`config.mk`:
```
export PLATFORM = sky130hd
export DESIGN_NAME = gregorian_days_between_dates
export DESIGN_NICKNAME = d
export VERILOG_FILES = /design/src/design/gdbd_pkg.sv /design/src/design/gregorian_days_between_dates.sv
export SDC_FILE = /design/constraint.sdc
export NUM_CORES = 1
export LEC_CHECK = 0
export ABC_AREA = 1
export BUFFER_PORTS_ARGS = -buffer_cell sky130_fd_sc_hd__buf_2
export CAP_MARGIN = 20
export CORE_UTILIZATION = 30
export CTS_CLUSTER_DIAMETER = 120
export CTS_CLUSTER_SIZE = 40
export DETAILED_ROUTE_END_ITERATION = 6
export SETUP_SLACK_MARGIN = 0.1
export SLEW_MARGIN = 10
export SYNTH_ARGS = -nofsm -noshare
export SYNTH_HDL_FRONTEND = slang
export SYNTH_SLANG_ARGS = --single-unit
```
`constraint.sdc`:
```
create_clock -name i_clk -period 5.3 [get_ports i_clk]
set_clock_uncertainty 0.15 [all_clocks]
set_input_delay 0.53 -clock i_clk [delete_from_list [all_inputs] [get_ports i_clk]]
set_output_delay 0.53 -clock i_clk [all_outputs]
set_load 0.1 [all_outputs]
```
`src/design/gdbd_pkg.sv`:
```
// Package for the Gregorian day-count block: beat types, sequencer states,
// calendar constants and month-length helpers.
// No dependencies.
package gdbd_pkg;

    localparam int unsigned YEAR_W  = 14;
    localparam int unsigned MONTH_W = 4;
    localparam int unsigned DAY_W   = 5;
    localparam int unsigned COUNT_W = 22;
    localparam int unsigned MOD_W   = 9;

    localparam logic [COUNT_W-1:0] COUNT_MAX  = 22'd4194303;
    localparam logic [YEAR_W-1:0]  CYCLE_YRS  = 14'd400;
    localparam logic [MOD_W-1:0]   CYCLE_LAST = 9'd399;
    localparam logic [MOD_W-1:0]   CENTURY    = 9'd100;
    localparam logic [MONTH_W-1:0] MONTH_FEB  = 4'd2;
    localparam logic [MONTH_W-1:0] MONTH_DEC  = 4'd12;
    localparam logic [DAY_W-1:0]   FEB_LEAP   = 5'd29;

    typedef struct packed {
        logic [YEAR_W-1:0]  start_year;
        logic [MONTH_W-1:0] start_month;
        logic [DAY_W-1:0]   start_day;
        logic [YEAR_W-1:0]  end_year;
        logic [MONTH_W-1:0] end_month;
        logic [DAY_W-1:0]   end_day;
        logic               include_end;
    } t_dbd_in;

    typedef struct packed {
        logic [COUNT_W-1:0] day_count;
        logic               invalid_date;
    } t_dbd_out;

    typedef enum logic [2:0] {
        ST_IDLE,
        ST_RED_E,
        ST_RED_S,
        ST_CHECK,
        ST_STEP,
        ST_OUT
    } t_state;

    // Leap test on the year taken modulo 400.
    function automatic logic leap_of(input logic [MOD_W-1:0] r);
        leap_of = (r[1:0] == 2'd0) && (r != CENTURY) && (r != 9'(2 * CENTURY))
                  && (r != 9'(3 * CENTURY));
    endfunction

    // Month length; 0 for a month code outside the calendar.
    function automatic logic [DAY_W-1:0] month_len(input logic [MONTH_W-1:0] m,
                                                  input logic leap);
        case (m)
            4'd1, 4'd3, 4'd5, 4'd7, 4'd8, 4'd10, 4'd12: month_len = 5'd31;
            4'd4, 4'd6, 4'd9, 4'd11:                    month_len = 5'd30;
            MONTH_FEB: month_len = leap ? FEB_LEAP : 5'd28;
            default:   month_len = 5'd0;
        endcase
    endfunction

    function automatic logic date_ok(input logic [MONTH_W-1:0] m,
                                     input logic [DAY_W-1:0] d, input logic leap);
        logic [DAY_W-1:0] n;
        n = month_len(m, leap);
        date_ok = (n != 5'd0) && (d != 5'd0) && (d <= n);
    endfunction

endpackage

```
`src/design/gregorian_days_between_dates.sv`:
```
// Gregorian day count between two dates, walking the start date one day a beat.
// One item at a time; the input stalls while the sequencer is busy.
// Throughput is set by the day-step loop: one calendar day per cycle.
// A finished result waits in the output register while the next item runs.
// Reset (synchronous, active low) returns the sequencer to idle and empties the output.
// Depends on gdbd_pkg.
module gregorian_days_between_dates
    import gdbd_pkg::*;
(
    input  logic     i_clk,
    input  logic     i_rst_n,
    input  logic     i_in_valid,
    output logic     o_in_stall,
    input  t_dbd_in  i_in,
    output logic     o_out_valid,
    input  logic     i_out_stall,
    output t_dbd_out o_out
);

    t_state             r_state, n_state;
    t_dbd_in            r_in, n_in;
    logic [YEAR_W-1:0]  r_rem, n_rem;
    logic               r_end_leap, n_end_leap;
    logic [MOD_W-1:0]   r_mod400, n_mod400;
    logic [YEAR_W-1:0]  r_y, n_y;
    logic [MONTH_W-1:0] r_m, n_m;
    logic [DAY_W-1:0]   r_d, n_d;
    logic [COUNT_W-1:0] r_count, n_count;
    logic               r_bad, n_bad;
    logic               r_out_valid, n_out_valid;
    t_dbd_out           r_out, n_out;

    logic               before_end;
    logic               cur_leap;

    assign cur_leap   = leap_of(r_mod400);
    assign before_end = {r_y, r_m, r_d} < {r_in.end_year, r_in.end_month, r_in.end_day};

    always_ff @(posedge i_clk) begin
        if (!i_rst_n) begin
            r_state     <= ST_IDLE;
            r_out_valid <= 1'b0;
        end else begin
            r_state     <= n_state;
            r_out_valid <= n_out_valid;
        end
        r_in       <= n_in;
        r_rem      <= n_rem;
        r_end_leap <= n_end_leap;
        r_mod400   <= n_mod400;
        r_y        <= n_y;
        r_m        <= n_m;
        r_d        <= n_d;
        r_count    <= n_count;
        r_bad      <= n_bad;
        r_out      <= n_out;
    end

    always_comb begin
        n_state     = r_state;
        n_in        = r_in;
        n_rem       = r_rem;
        n_end_leap  = r_end_leap;
        n_mod400    = r_mod400;
        n_y         = r_y;
        n_m         = r_m;
        n_d         = r_d;
        n_count     = r_count;
        n_bad       = r_bad;
        n_out       = r_out;
        n_out_valid = r_out_valid;

        // drop the output beat once taken
        if (r_out_valid && !i_out_stall) begin
            n_out_valid = 1'b0;
        end

        case (r_state)
            ST_IDLE: begin
                if (i_in_valid) begin
                    n_in    = i_in;
                    n_rem   = i_in.end_year;
                    n_state = ST_RED_E;
                end
            end
            // reduce the end year modulo 400 by repeated subtraction
            ST_RED_E: begin
                if (r_rem >= CYCLE_YRS) begin
                    n_rem = r_rem - CYCLE_YRS;
                end else begin
                    n_end_leap = leap_of(r_rem[MOD_W-1:0]);
                    n_rem      = r_in.start_year;
                    n_state    = ST_RED_S;
                end
            end
            ST_RED_S: begin
                if (r_rem >= CYCLE_YRS) begin
                    n_rem = r_rem - CYCLE_YRS;
                end else begin
                    n_mod400 = r_rem[MOD_W-1:0];
                    n_state  = ST_CHECK;
                end
            end
            ST_CHECK: begin
                n_y     = r_in.start_year;
                n_m     = r_in.start_month;
                n_d     = r_in.start_day;
                n_count = '0;
                if (!date_ok(r_in.start_month, r_in.start_day, cur_leap) ||
                    !date_ok(r_in.end_month, r_in.end_day, r_end_leap)) begin
                    n_bad   = 1'b1;
                    n_state = ST_OUT;
                end else begin
                    n_bad   = 1'b0;
                    n_state = ST_STEP;
                end
            end
            ST_STEP: begin
                if (!before_end || (r_count == COUNT_MAX)) begin
                    if (r_in.include_end && (r_count != COUNT_MAX)) begin
                        n_count = r_count + 22'd1;
                    end
                    n_state = ST_OUT;
                end else begin
                    n_count = r_count + 22'd1;
                    if (r_d == month_len(r_m, cur_leap)) begin
                        n_d = 5'd1;
                        if (r_m == MONTH_DEC) begin
                            n_m      = 4'd1;
                            n_y      = r_y + 14'd1;
                            n_mod400 = (r_mod400 == CYCLE_LAST) ? '0 : r_mod400 + 9'd1;
                        end else begin
                            n_m = r_m + 4'd1;
                        end
                    end else begin
                        n_d = r_d + 5'd1;
                    end
                end
            end
            // hold until the output register is free
            ST_OUT: begin
                if (!r_out_valid || !i_out_stall) begin
                    n_out.day_count    = r_bad ? '0 : r_count;
                    n_out.invalid_date = r_bad;
                    n_out_valid        = 1'b1;
                    n_state            = ST_IDLE;
                end
            end
            default: begin
                n_state = ST_IDLE;
            end
        endcase
    end

    assign o_in_stall  = (r_state != ST_IDLE);
    assign o_out_valid = r_out_valid;
    assign o_out       = r_out;

`ifndef SYNTH
    a_bad_zero: assert property (@(posedge i_clk) disable iff (!i_rst_n)
        o_out_valid && o_out.invalid_date |-> o_out.day_count == '0)
        else $error("invalid date beat carries a non-zero count");

    a_mod_range: assert property (@(posedge i_clk) disable iff (!i_rst_n)
        r_state == ST_STEP |-> r_mod400 <= CYCLE_LAST)
        else $error("year residue out of range while stepping");

    a_accept_start: assert property (@(posedge i_clk) disable iff (!i_rst_n)
        i_in_valid && !o_in_stall |=> r_state == ST_RED_E)
        else $error("accepted beat did not start the year reduction");

    a_count_step: assert property (@(posedge i_clk) disable iff (!i_rst_n)
        r_state == ST_STEP && $past(r_state) == ST_STEP |->
        r_count == $past(r_count) + 22'd1)
        else $error("day counter did not advance by one per step");
`endif

endmodule
```
==> run summary <==
outcome: finished with violations
violated checks: design-rule violations
pin count of the biggest net entering global routing: 48
Starting Density: 30.73%
Post-synth top flop: edfxtp_1
critical path type: reg -> reg
GRT overflow: 0
synthesized area per cell: 9.420 µm²
r2r startpoint: r_y[9]
Port Buffers: 75
global routing usage on met3: 3.051%
crit start category: register
ant diodes: 0
routed len/inst: 13.79 µm
Rel. slew slack: 39.36%
pre-CTS setup slack: 2.284 ns
die width: 165.9 µm
Layout area overhead: 16.75%
Initial DRC Count: 394
hpwl dp: 12.98 mm
Final Hold Viols: 0
root buf cell: clkbuf_16
critical path's slowest cell: a21oi_2
hold wc startpoint: i_in[43]
top-area cell type share of the netlist area: 52.20%
worst flop-to-flop path endpoint: r_y[8]
CP delay by family, top: compound AO/OA/AOI/OAI gates
FP Rows: 59
CTS Sinks: 144
DRT Pass-1 Iters: 7
top cells by area, synth: edfxtp_1 (52%), nand2_1 (7.6%), ha_1 (7.0%)
met1 usage: 17.66%
post-CTS setup repair buffer count: 0
Reg2Reg Depth: 12
Final setup viols: 0
worst min path class: in -> reg
H-tree depth: 4
syn_nets: 951
Final Max Tran Viols: 0
IO Pins: 76
via count: 5944
most used cell, CP: nand2_1
Crit path arrival time: 2.83 ns
synthesized area: 8054 µm²
DR DRC count: 5
clock latency on the worst-skew pair: 0.43 ns
Tot GR Track Use: 13.24%
clock tree buffer depth: 2
Routability Congestion: 0.8392
asr flop ratio synth: 0%
Total Power: 4.712 mW
Synth Instances: 855
Total Neg Setup Slack: 0 ns
Cell variety after synth: 48
layout cell share with drive strength beyond 1: 17.23%
Die Height: 165.9 µm
fmax: 0.3406 GHz
grt met2 use: 21.55%
CP peak stage delay: 0.74 ns
Post-synth EDFFs: 140
first-pass GRT wire length: 28.80 mm
Worst setup EP type: register
crit path cell chain: ha_1 -> nand2_1 -> inv_1 -> nand2_1 -> nand2_1 -> nand2_1 -> nand2_1 -> a21oi_2 -> nand2_1 -> nor2_1 -> nand3_2 -> a21oi_2
post-route ant nets: 0
RSZ-0062 raised after global routing: false
minimum clock period: 2.936 ns
Slew @ Worst Pin: 0.9097 ns
critical-path maximum fanout: 14
vias in the first global route: 5741
CP Buf/Inv Count: 1
pwr dens: 501.1 nW/µm²
full die area: 27510 µm²
cell with the most instances after synthesis: nand2_1
Post-synth top cells: nand2_1 (164), edfxtp_1 (140), inv_1 (123)
Core ar.: 26210 µm²
CTS tree: built
Via-to-Cell Ratio: 4.618
max-cap violations: 0
DRT Wirelength: 17.75 mm
Worst Hold Depth: 1
initial antenna violation count: 0
register clock-pin slew on the reported worst setup and hold paths: 0.07 ns
biggest area consumer among synthesized cells: edfxtp_1
TritonCTS buffer count: 17
Post-CTS Resized: 0
Layout Nets: 1035
FILL cells: 2637
Yosys warning total: 0
GRT busiest layer: met2
flop2flop setup slack: 2.36 ns
CTS Hold Bufs: 0
post-synthesis sequential area ratio: 53.19%
Final period util: 55.39%
final worst-path setup slack: 2.364 ns
WHS Endpoint: r_in[43]
WP data required: 5.19 ns
Peak VDD IR: 0.2086 mV
register bit total from synthesis: 144
static leakage: 4.004 nW
layer usage:
layer,wire [µm],share of wire (%)
met3,741,4.2
met4,192,1.1
met1,8669,49
met5,0,0
met2,8149,46
state kept, by name, summed over array words and instances (netlist names), 4 cells and up:
signal    count
r_m           4
r_d           5
r_rem        14
r_y          14
o_out        23
r_count      22
r_in         47
r_mod400      9
placed cells by master, fill, tap and decap left out, drive strengths merged, types with 2 or more instances in the layout:
| master | n |
|---|---|
| ha | 45 |
| xnor2 | 5 |
| xor2 | 16 |
| nand4 | 14 |
| nor4 | 4 |
| clkbuf | 18 |
| nand3 | 53 |
| o211ai | 2 |
| o21ai | 40 |
| edfxtp | 140 |
| clkinv | 2 |
| nand2 | 175 |
| inv | 140 |
| clkinvlp | 2 |
| or2 | 2 |
| buf | 79 |
| dfxtp | 4 |
| o22ai | 4 |
| a32o | 3 |
| nor3b | 3 |
| nand3b | 2 |
| o21bai | 3 |
| nor3 | 17 |
| a22o | 2 |
| a21oi | 54 |
| a21o | 4 |
| nor2 | 110 |
worst register-to-register path, delay by kind of cell, from the launching register on:
family / cells / cell delay (ns)
buffers and inverters: 1 / 0.04
adders and majority gates: 1 / 0.32
and+or+nand+nor: 8 / 0.65
AOI/OAI and AO/OA: 2 / 0.95
DFF: 1 / 0.45
area by class of cell:
class	instances	area, µm²	share of cell area [%]
clock inverters	14	142.6	1.517
multi-input cells	566	3223	34.28
inverters	131	491.7	5.230
flip-flops and latches	144	4284	45.56
repair buffers	79	412.9	4.391
well taps	335	419.2	4.458
clock buffers	18	429.2	4.564
worst max path at each step:
| stage | cells past startpoint | from | slack [ns] | end |
|---|---|---|---|---|
| after floorplan | 3 | r_state[1] | 1.38 | r_in[0] |
| after global placement | 11 | r_m[0] | 2.32 | r_y[11] |
| after detailed placement | 11 | r_m[0] | 2.28 | r_y[7] |
| after CTS | 12 | r_y[9] | 2.26 | r_y[3] |
| after global routing | 11 | r_m[0] | 2.06 | r_mod400[5] |
| final | 12 | r_y[9] | 2.36 | r_y[8] |
metrics by stage:
step	cells	hold WS, ns	util, %	cell area, µm²
after floorplan	855	0.3428	-	8054
after global routing	1287	0.1038	35.88	9403
after detailed placement	1254	0.4099	33.64	8816
after global placement	1254	0.4001	33.64	8816
final	1287	0.1231	35.88	9403
after CTS	1286	0.1030	35.82	9388
power breakdown:
part | total, mW | internal [mW] | switching, mW | leakage, nW
clock | 1.18 | 0.663 | 0.518 | 0.277
sequential | 1.89 | 1.68 | 0.214 | 1.34
combinational | 1.64 | 0.484 | 1.16 | 2.38
kinds of logic after synthesis:
family	Yosys count	share of synthesized area (%)
XOR/XNOR	21	2.284
AO/OA/AOI/OAI	119	8.327
flip-flops	144	53.19
adder cells (fa/ha/maj)	45	6.991
AND/OR/NAND/NOR	381	22.23
buffers and inverters	145	6.975
Note: power is estimated with default switching activity, not from simulation.
